==> src/rtl/mdp_pkg.sv <==
// ----------------------------------------------------------------------------
// mdp_pkg
// Shared types, constants and helpers of the MIDI drum track event parser.
// ----------------------------------------------------------------------------
package mdp_pkg;

    // Width of the saturating tick total
    localparam int TICK_BITS = 32;

    localparam int TPQ_W       = 15;
    localparam int BYTE_W      = 8;
    localparam int DELTA_W     = 32;
    localparam int HIT_TICKS_W = 32;
    localparam int US_W        = 52;
    localparam int DRUM_W      = 4;

    // 600000 us per tick numerator (60e6 us per minute / 100 BPM)
    localparam int US_NUM_W = 20;
    localparam logic [US_NUM_W-1:0] US_PER_TICK_NUM = US_NUM_W'(600000);

    // Product of ticks and the numerator, dividend of the time divider
    localparam int PROD_W = TICK_BITS + US_NUM_W;
    localparam int CNT_W  = $clog2(PROD_W);
    localparam int REM_W  = TPQ_W + 1;

    // Adder width for delta accumulation
    localparam int SUM_W = ((TICK_BITS > DELTA_W) ? TICK_BITS : DELTA_W) + 1;
    localparam logic [SUM_W-1:0] TICK_MAX = (SUM_W'(1) << TICK_BITS) - SUM_W'(1);

    localparam logic [TPQ_W-1:0] TPQ_RESET = TPQ_W'(480);

    // Recognized status bytes
    localparam logic [BYTE_W-1:0] ST_BYTE_META = 8'hFF;
    localparam logic [BYTE_W-1:0] ST_BYTE_CC   = 8'hB9;
    localparam logic [BYTE_W-1:0] ST_BYTE_PC   = 8'hC9;
    localparam logic [BYTE_W-1:0] ST_BYTE_NOTE = 8'h99;

    typedef enum logic [2:0] {
        RS_NONE = 3'd0,
        RS_META = 3'd1,
        RS_CC   = 3'd2,
        RS_PC   = 3'd3,
        RS_NOTE = 3'd4
    } run_status_t;

    // One queued hit
    typedef struct packed {
        logic [TICK_BITS-1:0] ticks;
        logic [BYTE_W-1:0]    note;
        logic [DRUM_W-1:0]    drum;
    } hit_entry_t;

    // Queue status toward front and back
    typedef struct packed {
        logic full;
        logic empty;
    } q_stat_t;

    function automatic logic [DRUM_W-1:0] drum_map(input logic [BYTE_W-1:0] note);
        logic [DRUM_W-1:0] code;
        begin
            case (note)
                8'd38:   code = 4'd1;
                8'd41:   code = 4'd2;
                8'd47:   code = 4'd3;
                8'd45:   code = 4'd4;
                8'd42:   code = 4'd5;
                8'd51:   code = 4'd6;
                8'd49:   code = 4'd7;
                8'd36:   code = 4'd10;
                8'd46:   code = 4'd11;
                default: code = 4'd0;
            endcase
            return code;
        end
    endfunction

endpackage

==> src/rtl/mdp_ifs.sv <==
// ----------------------------------------------------------------------------
// mdp interfaces
// Valid/ready channels for track bytes, configuration and hit words.
// ----------------------------------------------------------------------------
interface mdp_byte_if;
    import mdp_pkg::*;
    logic              valid;
    logic              ready;
    logic [BYTE_W-1:0] stream_byte;
    modport source (output valid, output stream_byte, input ready);
    modport sink   (input valid, input stream_byte, output ready);
endinterface

interface mdp_cfg_if;
    import mdp_pkg::*;
    logic             valid;
    logic             ready;
    logic [TPQ_W-1:0] ticks_per_quarter;
    modport source (output valid, output ticks_per_quarter, input ready);
    modport sink   (input valid, input ticks_per_quarter, output ready);
endinterface

interface mdp_hit_if;
    import mdp_pkg::*;
    logic                   valid;
    logic                   ready;
    logic [HIT_TICKS_W-1:0] hit_ticks;
    logic [US_W-1:0]        hit_time_us;
    logic [BYTE_W-1:0]      note_number;
    logic [DRUM_W-1:0]      drum_code;
    modport source (output valid, output hit_ticks, output hit_time_us,
                    output note_number, output drum_code, input ready);
    modport sink   (input valid, input hit_ticks, input hit_time_us,
                    input note_number, input drum_code, output ready);
endinterface

==> src/rtl/mdp_front.sv <==
// ----------------------------------------------------------------------------
// mdp_front
// Byte parser: delta times, running status, event skipping, hit capture.
// ----------------------------------------------------------------------------
module mdp_front (
    input  logic                clk,
    input  logic                rst_n,
    mdp_byte_if.sink            stream,
    input  mdp_pkg::q_stat_t    q_stat,
    output logic                push,
    output mdp_pkg::hit_entry_t push_entry
);
    import mdp_pkg::*;

    typedef enum logic [9:0] {
        PH_DELTA     = 10'b0000000001,
        PH_STATUS    = 10'b0000000010,
        PH_META_TYPE = 10'b0000000100,
        PH_META_LEN  = 10'b0000001000,
        PH_META_SKIP = 10'b0000010000,
        PH_CC_CTRL   = 10'b0000100000,
        PH_CC_VALUE  = 10'b0001000000,
        PH_PC_PROG   = 10'b0010000000,
        PH_NOTE_KEY  = 10'b0100000000,
        PH_NOTE_VEL  = 10'b1000000000
    } phase_t;

    phase_t               phase_reg, phase_next;
    run_status_t          rs_reg, rs_next;
    logic [DELTA_W-1:0]   delta_reg, delta_next;
    logic [TICK_BITS-1:0] tick_reg, tick_next;
    logic [BYTE_W-1:0]    skip_reg, skip_next;
    logic [BYTE_W-1:0]    key_reg, key_next;

    logic                 accept;
    logic [BYTE_W-1:0]    b;
    logic [BYTE_W-1:0]    skip_dec;
    logic [DELTA_W-1:0]   dv_sat;
    logic [SUM_W-1:0]     tick_sum;
    logic [TICK_BITS-1:0] tick_sat;
    phase_t               delta_phase;
    logic [DELTA_W-1:0]   delta_after;
    logic [TICK_BITS-1:0] tick_after;

    assign stream.ready = !q_stat.full;
    assign accept       = stream.valid && stream.ready;
    assign b            = stream.stream_byte;
    assign skip_dec     = skip_reg - BYTE_W'(1);

    // Delta byte: shift in seven bits, saturate once set bits would be lost
    always_comb
    begin
        if (delta_reg[DELTA_W-1 -: 7] != 7'd0)
            dv_sat = '1;
        else
            dv_sat = {delta_reg[DELTA_W-8:0], b[6:0]};
        tick_sum = SUM_W'(tick_reg) + SUM_W'(dv_sat);
        tick_sat = (tick_sum > TICK_MAX) ? TICK_MAX[TICK_BITS-1:0]
                                         : tick_sum[TICK_BITS-1:0];
        if (b[7])
        begin
            delta_phase = PH_DELTA;
            delta_after = dv_sat;
            tick_after  = tick_reg;
        end
        else
        begin
            delta_phase = PH_STATUS;
            delta_after = '0;
            tick_after  = tick_sat;
        end
    end

    always_comb
    begin
        phase_next = phase_reg;
        rs_next    = rs_reg;
        delta_next = delta_reg;
        tick_next  = tick_reg;
        skip_next  = skip_reg;
        key_next   = key_reg;
        push       = 1'b0;
        push_entry = '{ticks: tick_reg, note: key_reg, drum: drum_map(key_reg)};
        if (accept)
        begin
            case (phase_reg)
                PH_DELTA:
                begin
                    phase_next = delta_phase;
                    delta_next = delta_after;
                    tick_next  = tick_after;
                end
                PH_STATUS:
                begin
                    if (b == ST_BYTE_META)
                    begin
                        rs_next    = RS_META;
                        phase_next = PH_META_TYPE;
                    end
                    else if (b == ST_BYTE_CC)
                    begin
                        rs_next    = RS_CC;
                        phase_next = PH_CC_CTRL;
                    end
                    else if (b == ST_BYTE_PC)
                    begin
                        rs_next    = RS_PC;
                        phase_next = PH_PC_PROG;
                    end
                    else if (b == ST_BYTE_NOTE)
                    begin
                        rs_next    = RS_NOTE;
                        phase_next = PH_NOTE_KEY;
                    end
                    else
                    begin
                        // Take the byte as first data of the running event
                        case (rs_reg)
                            RS_META: phase_next = PH_META_LEN;
                            RS_CC:   phase_next = PH_CC_VALUE;
                            RS_PC:   phase_next = PH_DELTA;
                            RS_NOTE:
                            begin
                                key_next   = b;
                                phase_next = PH_NOTE_VEL;
                            end
                            default:
                            begin
                                // No running status: restart delta decoding
                                phase_next = delta_phase;
                                delta_next = delta_after;
                                tick_next  = tick_after;
                            end
                        endcase
                    end
                end
                PH_META_TYPE: phase_next = PH_META_LEN;
                PH_META_LEN:
                begin
                    skip_next  = b;
                    phase_next = (b == '0) ? PH_DELTA : PH_META_SKIP;
                end
                PH_META_SKIP:
                begin
                    skip_next = skip_dec;
                    if (skip_dec == '0)
                        phase_next = PH_DELTA;
                end
                PH_CC_CTRL:  phase_next = PH_CC_VALUE;
                PH_CC_VALUE: phase_next = PH_DELTA;
                PH_PC_PROG:  phase_next = PH_DELTA;
                PH_NOTE_KEY:
                begin
                    key_next   = b;
                    phase_next = PH_NOTE_VEL;
                end
                PH_NOTE_VEL:
                begin
                    phase_next = PH_DELTA;
                    if (b != '0)
                    begin
                        push      = 1'b1;
                        tick_next = '0;
                    end
                end
                default:
                begin
                    phase_next = delta_phase;
                    delta_next = delta_after;
                    tick_next  = tick_after;
                end
            endcase
        end
    end

    always_ff @(posedge clk or negedge rst_n)
    begin
        if (!rst_n)
        begin
            phase_reg <= PH_DELTA;
            rs_reg    <= RS_NONE;
            delta_reg <= '0;
            tick_reg  <= '0;
            skip_reg  <= '0;
            key_reg   <= '0;
        end
        else
        begin
            phase_reg <= phase_next;
            rs_reg    <= rs_next;
            delta_reg <= delta_next;
            tick_reg  <= tick_next;
            skip_reg  <= skip_next;
            key_reg   <= key_next;
        end
    end

endmodule

==> src/rtl/mdp_queue.sv <==
// ----------------------------------------------------------------------------
// mdp_queue
// Two-entry hit queue between parser and time converter.
// ----------------------------------------------------------------------------
module mdp_queue (
    input  logic                clk,
    input  logic                rst_n,
    input  logic                push,
    input  mdp_pkg::hit_entry_t push_entry,
    input  logic                pop,
    output mdp_pkg::hit_entry_t pop_entry,
    output mdp_pkg::q_stat_t    q_stat
);
    import mdp_pkg::*;

    hit_entry_t  mem_reg [2];
    logic        wr_ptr_reg, wr_ptr_next;
    logic        rd_ptr_reg, rd_ptr_next;
    logic [1:0]  count_reg, count_next;

    assign pop_entry    = mem_reg[rd_ptr_reg];
    assign q_stat.full  = (count_reg == 2'd2);
    assign q_stat.empty = (count_reg == 2'd0);

    always_comb
    begin
        wr_ptr_next = push ? !wr_ptr_reg : wr_ptr_reg;
        rd_ptr_next = pop  ? !rd_ptr_reg : rd_ptr_reg;
        count_next  = count_reg + 2'(push) - 2'(pop);
    end

    always_ff @(posedge clk)
    begin
        if (push)
            mem_reg[wr_ptr_reg] <= push_entry;
    end

    always_ff @(posedge clk or negedge rst_n)
    begin
        if (!rst_n)
        begin
            wr_ptr_reg <= 1'b0;
            rd_ptr_reg <= 1'b0;
            count_reg  <= 2'd0;
        end
        else
        begin
            wr_ptr_reg <= wr_ptr_next;
            rd_ptr_reg <= rd_ptr_next;
            count_reg  <= count_next;
        end
    end

endmodule

==> src/rtl/mdp_back.sv <==
// ----------------------------------------------------------------------------
// mdp_back
// Time converter: ticks*600000 then bit-serial divide by ticks per quarter.
// ----------------------------------------------------------------------------
module mdp_back (
    input  logic                        clk,
    input  logic                        rst_n,
    input  logic [mdp_pkg::TPQ_W-1:0]   tpq,
    input  mdp_pkg::q_stat_t            q_stat,
    input  mdp_pkg::hit_entry_t         pop_entry,
    output logic                        pop,
    mdp_hit_if.source                   hits
);
    import mdp_pkg::*;

    typedef enum logic [3:0] {
        BK_IDLE = 4'b0001,
        BK_MUL  = 4'b0010,
        BK_DIV  = 4'b0100,
        BK_OUT  = 4'b1000
    } bk_state_t;

    bk_state_t         state_reg, state_next;
    hit_entry_t        ent_reg;
    logic [PROD_W-1:0] dvd_reg;
    logic [TPQ_W-1:0]  rem_reg;
    logic [CNT_W-1:0]  cnt_reg;

    logic [TPQ_W-1:0]  divisor;
    logic [REM_W-1:0]  rem_shift;
    logic              ge;
    logic [REM_W-1:0]  rem_sub;

    // Zero ticks per quarter acts as one
    assign divisor   = (tpq == '0) ? TPQ_W'(1) : tpq;
    assign rem_shift = {rem_reg, dvd_reg[PROD_W-1]};
    assign ge        = (rem_shift >= REM_W'(divisor));
    assign rem_sub   = rem_shift - REM_W'(divisor);
    assign pop       = (state_reg == BK_IDLE) && !q_stat.empty;

    assign hits.valid       = (state_reg == BK_OUT);
    assign hits.hit_ticks   = HIT_TICKS_W'(ent_reg.ticks);
    assign hits.hit_time_us = US_W'(dvd_reg);
    assign hits.note_number = ent_reg.note;
    assign hits.drum_code   = ent_reg.drum;

    always_comb
    begin
        state_next = state_reg;
        case (state_reg)
            BK_IDLE: if (!q_stat.empty) state_next = BK_MUL;
            BK_MUL:  state_next = BK_DIV;
            BK_DIV:  if (cnt_reg == '0) state_next = BK_OUT;
            BK_OUT:  if (hits.ready) state_next = BK_IDLE;
            default: state_next = BK_IDLE;
        endcase
    end

    always_ff @(posedge clk)
    begin
        case (state_reg)
            BK_IDLE:
            begin
                if (!q_stat.empty)
                    ent_reg <= pop_entry;
            end
            BK_MUL:
            begin
                dvd_reg <= PROD_W'(ent_reg.ticks) * PROD_W'(US_PER_TICK_NUM);
                rem_reg <= '0;
                cnt_reg <= CNT_W'(PROD_W - 1);
            end
            BK_DIV:
            begin
                // Restoring step: one quotient bit per cycle
                rem_reg <= ge ? rem_sub[TPQ_W-1:0] : rem_shift[TPQ_W-1:0];
                dvd_reg <= {dvd_reg[PROD_W-2:0], ge};
                cnt_reg <= cnt_reg - CNT_W'(1);
            end
            default:
            begin
                // Hold the finished word
            end
        endcase
    end

    always_ff @(posedge clk or negedge rst_n)
    begin
        if (!rst_n)
            state_reg <= BK_IDLE;
        else
            state_reg <= state_next;
    end

endmodule

==> src/rtl/midi_drum_track_event_parser_unit.sv <==
// ----------------------------------------------------------------------------
// midi_drum_track_event_parser_unit
// MIDI drum track parser: delta times, running status, note-on hit words.
// ----------------------------------------------------------------------------
// Throughput: one track byte per cycle while the hit queue has room.
// A hit word follows the velocity byte through the hit queue, the multiply
//   and the one-bit-per-cycle time divider.
// The divider works on one hit at a time; two more hits wait in
//   the queue before the byte input stalls.
// Reset: asynchronous, active low; parser goes to delta decoding with no
//   running status, queue empties, ticks per quarter returns to 480.
module midi_drum_track_event_parser_unit (
    input  logic       clk,
    input  logic       rst_n,
    mdp_byte_if.sink   stream,
    mdp_cfg_if.sink    cfg,
    mdp_hit_if.source  hits
);
    import mdp_pkg::*;

    // Ticks per quarter register; the user must write it only while the block is idle (not enforced here)
    logic [TPQ_W-1:0] tpq_reg;

    hit_entry_t push_entry;
    hit_entry_t pop_entry;
    q_stat_t    q_stat;
    logic       push;
    logic       pop;

    assign cfg.ready = 1'b1;

    always_ff @(posedge clk or negedge rst_n)
    begin
        if (!rst_n)
            tpq_reg <= TPQ_RESET;
        else if (cfg.valid)
            tpq_reg <= cfg.ticks_per_quarter;
    end

    // Front: classify each byte, accumulate ticks, capture note-on hits
    mdp_front u_front (
        .clk        (clk),
        .rst_n      (rst_n),
        .stream     (stream),
        .q_stat     (q_stat),
        .push       (push),
        .push_entry (push_entry)
    );

    // Queue: decouple byte parsing from the slow time conversion
    mdp_queue u_queue (
        .clk        (clk),
        .rst_n      (rst_n),
        .push       (push),
        .push_entry (push_entry),
        .pop        (pop),
        .pop_entry  (pop_entry),
        .q_stat     (q_stat)
    );

    // Back: convert ticks to microseconds and hold the hit word
    mdp_back u_back (
        .clk       (clk),
        .rst_n     (rst_n),
        .tpq       (tpq_reg),
        .q_stat    (q_stat),
        .pop_entry (pop_entry),
        .pop       (pop),
        .hits      (hits)
    );

endmodule

==> src/flat_wrapper.sv <==
// flat-port wrapper written by rule: the top's interface ports become plain ports
module midi_drum_track_event_parser_unit_flat import mdp_pkg::*;
  (clk, rst_n, stream_valid, stream_stream_byte, stream_ready, cfg_valid, cfg_ticks_per_quarter, cfg_ready, hits_valid, hits_hit_ticks, hits_hit_time_us, hits_note_number, hits_drum_code, hits_ready);
  mdp_byte_if stream_i ();
  mdp_cfg_if cfg_i ();
  mdp_hit_if hits_i ();
  input  logic clk;
  input  logic rst_n;
  input wire logic [$bits(stream_i.valid)-1:0] stream_valid;
  input wire logic [$bits(stream_i.stream_byte)-1:0] stream_stream_byte;
  output wire logic [$bits(stream_i.ready)-1:0] stream_ready;
  input wire logic [$bits(cfg_i.valid)-1:0] cfg_valid;
  input wire logic [$bits(cfg_i.ticks_per_quarter)-1:0] cfg_ticks_per_quarter;
  output wire logic [$bits(cfg_i.ready)-1:0] cfg_ready;
  output wire logic [$bits(hits_i.valid)-1:0] hits_valid;
  output wire logic [$bits(hits_i.hit_ticks)-1:0] hits_hit_ticks;
  output wire logic [$bits(hits_i.hit_time_us)-1:0] hits_hit_time_us;
  output wire logic [$bits(hits_i.note_number)-1:0] hits_note_number;
  output wire logic [$bits(hits_i.drum_code)-1:0] hits_drum_code;
  input wire logic [$bits(hits_i.ready)-1:0] hits_ready;
  assign stream_i.valid = stream_valid;
  assign stream_i.stream_byte = stream_stream_byte;
  assign stream_ready = stream_i.ready;
  assign cfg_i.valid = cfg_valid;
  assign cfg_i.ticks_per_quarter = cfg_ticks_per_quarter;
  assign cfg_ready = cfg_i.ready;
  assign hits_valid = hits_i.valid;
  assign hits_hit_ticks = hits_i.hit_ticks;
  assign hits_hit_time_us = hits_i.hit_time_us;
  assign hits_note_number = hits_i.note_number;
  assign hits_drum_code = hits_i.drum_code;
  assign hits_i.ready = hits_ready;
  midi_drum_track_event_parser_unit u_core (.clk(clk), .rst_n(rst_n), .stream(stream_i), .cfg(cfg_i), .hits(hits_i));
endmodule
==> config.mk <==
export PLATFORM = sky130hd
export DESIGN_NAME = midi_drum_track_event_parser_unit_flat
export DESIGN_NICKNAME = d
export VERILOG_FILES = /design/src/rtl/mdp_pkg.sv /design/src/rtl/mdp_ifs.sv /design/src/rtl/mdp_front.sv /design/src/rtl/mdp_queue.sv /design/src/rtl/mdp_back.sv /design/src/rtl/midi_drum_track_event_parser_unit.sv /design/src/flat_wrapper.sv
export SDC_FILE = /design/constraint.sdc
export NUM_CORES = 1
export LEC_CHECK = 0
export BUFFER_PORTS_ARGS = -buffer_cell sky130_fd_sc_hd__buf_2
export CAP_MARGIN = 30
export CORE_MARGIN = 1
export CORE_UTILIZATION = 60
export CTS_BUF_LIST = sky130_fd_sc_hd__clkbuf_8
export DETAILED_ROUTE_END_ITERATION = 6
export GPL_TIMING_DRIVEN = 0
export PLACE_DENSITY_LB_ADDON = 0.05
export SETUP_SLACK_MARGIN = 0.5
export SLEW_MARGIN = 40
export SYNTH_ARGS = -nofsm -noshare
export SYNTH_HDL_FRONTEND = slang
export SYNTH_SLANG_ARGS = --single-unit
==> constraint.sdc <==
create_clock -name clk -period 8.2 [get_ports clk]
set_input_delay 1.23 -clock clk [delete_from_list [all_inputs] [get_ports clk]]
set_output_delay 1.23 -clock clk [all_outputs]
set_load 0.005 [all_outputs]
Yosys cells after proc, flatten, opt, wreduce, memory -nomap -nowiden
Memory sizes are Yosys's and may differ from the RTL's. A register that Yosys moved wholly into a read port is not among the register bits.
Cells that the tools add are included.
Cells by class
  add/subtract/negate cells: 6
  $mul: 1
  $lt $le $gt $ge: 2
  equal/unequal tests: 42
  multiplexer cells: 52
  bitwise gates (word level): 3
  reductions and logical operators: 29
Operators with widths (number)
  $mux 32: 15
  $pmux 52 s2: 1
  $pmux 32 s3: 1
  $eq 8x6->1 const B: 9
  $pmux 10 s7: 1
  $pmux 32 s2: 1
  $mux 10: 5
  $mul 32x14->46 const B: 1
  $mux 8: 5
  $pmux 10 s4: 1
  $pmux 4 s9: 1
  $add 32x32->33: 1
  $gt 33x32->1 const B: 1
  $eq 8x8->1 const B: 4
  $pmux 8 s2: 2
  $mux 15: 2
  $pmux 15 s2: 1
  $ne 2x2->1 const B: 10
  $ge 16x15->1: 1
  $logic_not 8->1: 2
  $pmux 4 s4: 1
  $logic_not 15->1: 1
  $sub 15x15->15: 1
  $reduce_and 7->1: 2
  other kinds (44): 65
Storage, ports and cells
  register bits after elaboration: 189
  memory bits (writable): 88
  input port bits: 28
  logic and storage cells: 150
  memories kept: 1
Memories
  u_core.u_queue.mem_reg: depth 2, bits a word 44, rd ports 1, clocked after memory_dff 1, write ports 1, line mdp_queue.sv:16  | hit_entry_t mem_reg [2];

Logic depth before layout (Yosys ltp)
Gate-level depths: netlist of run 1.
  depth after elaboration: 12
  depth in mapped cells: 24
  mapped depth without buffers: 23

Hierarchy
A second synthesis of run 1 with hierarchy kept.
Unflattened totals
  cell total of the unflattened synthesis: 2329
  area total of the unflattened synthesis: 24270.8 um^2
By module, submodules not included
  mdp_back: times used 1, cells each 1353, area an instance 13661.9 um^2, seq. area each 3614.7 um^2
  mdp_front: times used 1, cells each 790, area an instance 6407.4 um^2, seq. area each 2328.5 um^2
  mdp_queue: times used 1, cells each 152, area an instance 3572.2 um^2, seq. area each 2742.6 um^2
  midi_drum_track_event_parser_unit: times used 1, cells each 34, area an instance 629.4 um^2, seq. area each 380.4 um^2

Worst setup path before layout of run 1
OpenSTA, ideal clock, no wires.
  kind: reg-to-reg
  from: register u_core.u_back.state_reg[1]
  to: register u_core.u_back.cnt_reg[0] (enable)
  arrival: 5626 ps
  required time: 7606 ps
  setup slack: 1979 ps
  cell stages (with the launch flop): 4
  path buffers: 1
  cell sequence: dfrtp_1 > clkbuf_1 > xnor2_1 > nor3_1
Between the ends
  word-level cells in the longest chain between the ends: 2
  elaborated cells between the ends (all ways): 3
  classes of those cells: eq/ne (2); reduce/logical (1)
RTL lines
  start: declaration: line mdp_back.sv:23  | bk_state_t state_reg, state_next;
  start signal: assignment: line mdp_back.sv:92  | state_reg <= state_next;
  $eq 4x3->1 or $eq 4x2->1 (tied branches): line mdp_back.sv:61  | case (state_reg)
  $reduce_bool 2->1 (no source line) *
  end signal: assignment: line mdp_back.sv:71  | cnt_reg <= CNT_W'(PROD_W - 1);
  end signal: assignment: line mdp_back.sv:78  | cnt_reg <= cnt_reg - CNT_W'(1);
  end: declaration: line mdp_back.sv:27  | logic [CNT_W-1:0] cnt_reg;
Every way passes the cells marked *; elsewhere a longest branch is shown, timed or not.
A chain may end at the register's enable or synchronous reset.

Worst setup path in the final report of run 1
  from: register u_core.u_back.ent_reg (netlist bit u_core.u_back.hits.hit_ticks[14])
  to: register u_core.u_back.dvd_reg[35], in the netlist u_core.u_back.hits.hit_time_us[35], data pin
Between the ends
  word-level cells in the longest chain between the ends: 2
RTL lines
  start: declaration: line mdp_back.sv:24  | hit_entry_t ent_reg;
  start signal: assignment: line mdp_back.sv:65  | ent_reg <= pop_entry;
  $mul 32x14->46: line mdp_back.sv:69  | dvd_reg <= PROD_W'(ent_reg.ticks) * PROD_W'(US_PER_TICK_NUM);
  $pmux 52 s2: line mdp_back.sv:61
  end signal: assignment: line mdp_back.sv:69
  end signal: assignment: line mdp_back.sv:77  | dvd_reg <= {dvd_reg[PROD_W-2:0], ge};
  end: declaration: line mdp_back.sv:25  | logic [PROD_W-1:0] dvd_reg;
No other way between the ends.

==> results of run 1 <==
==> per-layer routing <==
metal / up-vias / part of all wire (%) / GRT usage, %
li1: 8072 / - / -
met1: 7918 / 43 / 33.3
met2: 323 / 50 / 45.7
met3: 94 / 4.0 / 3.83
met4: 0 / 2.8 / 8.20
met5: - / 0 / 0
==> kinds of logic after synthesis <==
family	Yosys count	synth area share [%]
AOI/OAI and AO/OA	450	11.9
xor gates and xnor gates	84	3.14
adders and majority gates	374	25.4
buffers and inverters	383	6.44
DFF	321	38.6
muxes	66	3.10
other	1	0.0160
and+or+nand+nor	577	11.4
==> layout by cell type, fill, tap and decap left out, drive strengths merged, types with 110 or more instances in the layout <==
master	n
nand2	236
o21ai	157
inv	321
nor2	143
a21oi	136
dfrtp	110
fa	171
buf	163
clkbuf	119
ha	203
edfxtp	205
==> area by class of cell <==
| type | instances | area (um^2) | area share, % |
|---|---|---|---|
| sequential | 321 | 9070 | 34.8 |
| tap | 518 | 648 | 2.48 |
| clock inverter | 40 | 253 | 0.969 |
| buffer | 79 | 370 | 1.42 |
| inverter | 304 | 1140 | 4.37 |
| timing repair buffer | 141 | 842 | 3.23 |
| clock buffer | 62 | 853 | 3.27 |
| multi-input combinational | 1552 | 12900 | 49.5 |
==> metrics by stage <==
step	std cells	TNS [ns]	worst slack (ns)	hold slack (ns)
after floorplan	2256	0	1.98	0.440
after global placement	2898	-0.549	-0.0155	0.446
after detailed placement	2915	0	1.58	0.461
after CTS	3017	0	1.52	0.447
after global routing	3017	0	1.13	0.472
final	3017	0	1.55	0.477
==> critical path, cell delays in order (launching register included) <==
cell and delay, ns:
edfxtp_1 0.54, inv_1 0.33, fa_1 0.51, fa_1 0.52
inv_1 0.04, ha_1 0.29, fa_1 0.48, fa_1 0.55
inv_1 0.05, fa_1 0.49, inv_1 0.04, ha_1 0.35
a21oi_1 0.30, o21ai_0 0.17, a221oi_1 0.41, o22ai_1 0.17
o221ai_1 0.28, o21ai_0 0.18, a21o_1 0.20, a21oi_1 0.17
xor2_1 0.20, o21ai_0 0.09
==> path summary, 6_finish.rpt <==
kind / start / end / slack [ns] / depth (start not counted)
worst min register to register: u_core.u_front.delta_reg[11]$_DFFE_PN0P_ / u_core.u_front.delta_reg[11]$_DFFE_PN0P_ / 0.48 / 2
worst max register to register: u_core.u_back.hits.hit_ticks[14]$_DFFE_PP_ / u_core.u_back.hits.hit_time_us[35]$_DFFE_PN_ / 1.55 / 21
worst min-delay path: rst_n / u_core.tpq_reg[1]$_DFFE_PN0P_ / 0.48 / 1
min in group clk: u_core.u_front.delta_reg[11]$_DFFE_PN0P_ / u_core.u_front.delta_reg[11]$_DFFE_PN0P_ / 0.48 / 2
worst max-delay path: u_core.u_back.hits.hit_ticks[14]$_DFFE_PP_ / u_core.u_back.hits.hit_time_us[35]$_DFFE_PN_ / 1.55 / 21
max in group asynchronous: rst_n / u_core.u_front.phase_reg[0]$_DFFE_PN1P_ / 7.01 / 2
==> impl_metrics.yaml, run 1 <==
status:
  status: "completed"
routing:
  vias: 16400
  vias_per_cell: 5.44
  wl_per_cell_um: 16.8
  finalWirelength_um: 50700
  first_pass_iters: 5
  drc: 0
  drt_iter0_markers: 777
  postRouteAntennaNets: 0
die:
  io_pins: 127
  die_x_um: 200
  coreArea_um2: 38600
  start_util_pct: 60.7
  die_y_um: 200
  dieArea_um2: 39900
  rows: 72
sta:
  hold_violations: 0
  period_share_pct: 81.1
  maxSlewViolCount: 0
  min_period_ns: 6.65
  max_slew_margin_pct: 49.2
  skew_ns: 0.0407
  rsz0062_at_grt: "no"
  clock.fmax_mhz: 150
  tightest_slew_ns: 0.763
  final-setup-viol-count: 0
clocking:
  clkSinkCount: 321
  clkTransAtPathRegs_ns: 0.06
  post-cts-setup-buffers: 0
  holdBufCountCts: 0
  insertion_delay_ns: 0.68
  cts_resized: 0
  cts_root_buffer: "clkbuf_8"
  cts_buffers: 54
  cts_max_level: 2
  clock_path_buffers: 3
  cts_tree: "built"
worst_setup_path:
  cp.required_ns: 8.57
  critPathLaunchType: "flip-flop"
  cp_max_fo: 5
  criticalPathCategory: "flip-flop to flip-flop"
  crit_arrival_ns: 7.02
  cp-end-kind: "flip-flop"
final_layout:
  antennaDiodeCount: 0
  nets: 2855
  num-fill-cells: 3033
  largest_reg_flops: 88
  syn_to_final_growth_pct: 11.2
  post-route-util_pct: 67.5
  drive_above_1_share_pct: 14.8
  final_cell_area_um2: 26100
grt:
  grt_pass1_vias: 16300
  grt_pass1_wl_um: 81500
  grt_overflow: 0
  antenna_found_initial: 0
  track_usage_pct: 26.0
  grt_max_degree: 73
logic_synthesis:
  yosys-top-cells-area: "edfxtp_1 (26%), fa_1 (15%), dfrtp_1 (12%)"
  ys_async_sr_fraction_pct: 36.1
  synth_cells: 2256
  yosysTopAreaCell: "edfxtp_1"
  syn_area_per_cell_um2: 10.4
  synth.distinct_cells: 87
  ys.flop_type: "edfxtp_1"
  netlist_top_cells_count: "inv_1 (304), nand2_1 (236), edfxtp_1 (205)"
  synth_top_area_share_pct: 26.2
  ys_ff_latch: 321
  synth_fp_nets: 2658
  ys_seq_area_share_pct: 38.6
  yosysWarningCount: 0
  netlist_area_um2: 23500
  synth-edff-count: 205
  synth_most_common_cell: "inv_1"
min_path:
  hold_path.class: "input pin to async pin"
placement:
  gp_congestion: 0.920
  portBuffers: 124
  place_area_um2: 25000
  dp_hpwl_um: 40600
run:
  drv_cap: 0
Power of run 1 is not shown: default switching activity piles up to over one toggle a cycle in this logic, so the estimate is an artifact.
==> run 2: changes to the inputs <==
--- a/config.mk
+++ b/config.mk
@@ -5,6 +5,7 @@
 export SDC_FILE = /design/constraint.sdc
 export NUM_CORES = 1
 export LEC_CHECK = 0
+export ABC_AREA = 1
 export BUFFER_PORTS_ARGS = -buffer_cell sky130_fd_sc_hd__buf_2
 export CAP_MARGIN = 30
 export CORE_MARGIN = 1
==> constraint.sdc (replaced) <==
create_clock -name clk -period 6.8 [get_ports clk]
set_input_delay 1.02 -clock clk [delete_from_list [all_inputs] [get_ports clk]]
set_output_delay 1.02 -clock clk [all_outputs]
set_load 0.005 [all_outputs]
==> run 2 against run 1 <==
Cell area is 11% higher. Synthesized cell count is 46% higher. Die area is 12% higher. Count of clock-buffer cells in the layout is 1 lower. Register-to-register slack worse by 0.76 ns. Hold slack worse by 0.32 ns. Largest cell class unchanged. Clock skew is 0.018 ns lower. Synthesized area is 12% higher. Global-route usage is 4.7 points higher. Via count is 31% higher.
==> impl_metrics.yaml, run 2 <==
routing:
  drc: 0
  drt_iter0_markers: 1151
  first_pass_iters: 5
  finalWirelength_um: 66200
  wl_per_cell_um: 16.1
  vias_per_cell: 5.21
  postRouteAntennaNets: 0
  vias: 21400
sta:
  clock.fmax_mhz: 166
  rsz0062_at_grt: "no"
  period_share_pct: 88.3
  finalSetupTns_ns: 0
  hold_violations: 0
  final-setup-viol-count: 0
  min_period_ns: 6.01
  skew_ns: 0.0224
  maxSlewViolCount: 0
  max_slew_margin_pct: 41.5
  fin_ws_ns: 0.794
  tightest_slew_ns: 0.878
logic_synthesis:
  yosys-top-cells-area: "edfxtp_1 (23%), nand2_1 (15%), fa_1 (13%)"
  ys_seq_area_share_pct: 34.6
  synth.distinct_cells: 47
  syn_area_per_cell_um2: 7.96
  synth_most_common_cell: "nand2_1"
  ys.flop_type: "edfxtp_1"
  synth_top_area_share_pct: 23.5
  synth_cells: 3291
  netlist_area_um2: 26200
  yosysWarningCount: 0
  yosysTopAreaCell: "edfxtp_1"
  netlist_top_cells_count: "nand2_1 (1044), inv_1 (704), edfxtp_1 (205)"
  synth_fp_nets: 3693
  ys_async_sr_fraction_pct: 36.1
  ys_ff_latch: 321
  synth-edff-count: 205
worst_setup_path:
  criticalPathCategory: "flip-flop to flip-flop"
  cp.required_ns: 7.17
  cp-end-kind: "flip-flop"
  startpoint: "u_core.u_back.hits.hit_ticks[26]$_DFFE_PP_"
  cp_cell_sequence: "clkinvlp_4, fa_1, fa_1, inv_1, ha_1, inv_1, fa_1, inv_1, fa_1, inv_1, fa_1, inv_1, ha_1, nand2_1, nor2_1, nand2_1, nor3_1, nand3_1, nand3_1, nand2_1, nand3_1, nand2_1"
  critPathLaunchType: "flip-flop"
  critPathMaxStageDelay_ns: 0.57
  cp_max_fo: 5
  crit_arrival_ns: 6.38
  cp_slowest_cell: "edfxtp_1"
  r2r-start: "u_core.u_back.hits.hit_ticks[26]$_DFFE_PP_"
min_path:
  hold_path.class: "input pin to async pin"
clocking:
  clkSinkCount: 321
  clock_path_buffers: 3
  insertion_delay_ns: 0.64
  cts_max_level: 2
  clkTransAtPathRegs_ns: 0.06
  cts_tree: "built"
  cts_buffers: 53
  cts_root_buffer: "clkbuf_8"
final_layout:
  num-fill-cells: 3724
  seqCellArea_um2: 9070
  multi_input_area_um2: 14200
  largest_reg_flops: 88
  syn_to_final_growth_pct: 10.3
  final_cell_mix: "nand2_1 (1043), inv_1 (717), edfxtp_1 (205), ha_1 (203), nor2_1 (200)"
  antennaDiodeCount: 0
  drive_above_1_share_pct: 9.35
  final_common_cell: "nand2_1"
  nets: 3887
  final_cell_area_um2: 28900
placement:
  gp_congestion: 0.981
  portBuffers: 124
  dp_hpwl_um: 54600
  place_area_um2: 27800
  pre_cts_ws_ns: 0.787
grt:
  grt_pass1_vias: 21300
  antenna_found_initial: 0
  grt_max_degree: 73
  track_usage_pct: 30.7
  grt_overflow: 0
  grt_pass1_wl_um: 107000
die:
  io_pins: 127
  start_util_pct: 60.8
  die_x_um: 211
  coreArea_um2: 43100
  dieArea_um2: 44500
  rows: 76
  die_y_um: 211
run:
  drv_cap: 0
status:
  status: "completed"
## run 2: changes by cell type after synthesis, moves of 30 or more
cell,previous run,this run
nand2_1,236,1044
inv_1,304,704
nand3_1,33,167
a21oi_1,134,70
nor2_1,143,203
a21o_1,54,1
xnor2_1,54,24
## run 2: critical path, delay by kind of cell, from the launching register on
family / cells / cell delay [ns]
adders and majority gates: 7 / 3.18
and+or+nand+nor: 9 / 1.49
DFF: 1 / 0.57
buffers and inverters: 6 / 0.51
## run 2: worst paths after layout
check,slack [ns],end,depth (start not counted)
worst max-delay path,0.79,u_core.u_back.hits.hit_time_us[47]$_DFFE_PN_,22
worst min-delay path,0.15,u_core.tpq_reg[4]$_DFFE_PN0P_,1
worst max register to register,0.79,u_core.u_back.hits.hit_time_us[47]$_DFFE_PN_,22
worst min register to register,0.48,u_core.u_front.delta_reg[23]$_DFFE_PN0P_,2
max in group asynchronous,5.78,u_core.u_front.phase_reg[0]$_DFFE_PN1P_,3
min in group clk,0.48,u_core.u_front.delta_reg[23]$_DFFE_PN0P_,2
## run 2: stage by stage
step / utilization [%] / hold slack (ns) / instances
after global routing: 67.1 / 0.112 / 4114
after detailed placement: 64.5 / 0.469 / 4009
final: 67.1 / 0.155 / 4114
after floorplan: - / 0.453 / 3291
after global placement: 64.0 / 0.466 / 4000
after CTS: 66.9 / 0.122 / 4108
## run 2: final cells by class
type / count / share of cell area, %
inverters: 707 / 9.24
multi-input cells: 2209 / 49.3
plain buffers: 54 / 0.957
repair buffers: 139 / 3.06
well taps: 585 / 2.53
clock inverters: 38 / 0.641
flip-flops and latches: 321 / 31.4
clock buffers: 61 / 2.91
## run 2: kinds of logic after synthesis
family | synth area share, %
DFF | 34.6
buffers and inverters | 11.2
xor gates and xnor gates | 1.17
other | 0.0143
AOI/OAI and AO/OA | 4.69
muxes | 1.89
and+or+nand+nor | 23.7
adders and majority gates | 22.8
## run 2: metal layers
| metal | vias up | track usage [%] | share of wire, % | routed length, um |
|---|---|---|---|---|
| li1 | 10600 | - | - | - |
| met1 | 10200 | 38.2 | 42 | 27500 |
| met2 | 522 | 53.6 | 49 | 32600 |
| met3 | 135 | 3.58 | 4.2 | 2760 |
| met4 | 0 | 14.3 | 4.9 | 3220 |
| met5 | - | 0 | 0 | 0 |
## run 2: timing repair
action / CTS / global route
resized for setup: 0 / 4
hold buffers: 0 / 0
buffers inserted: 0 / 6
endpoints found under the setup margin: 0 / 2
Power of run 2 is left out for the same reason.
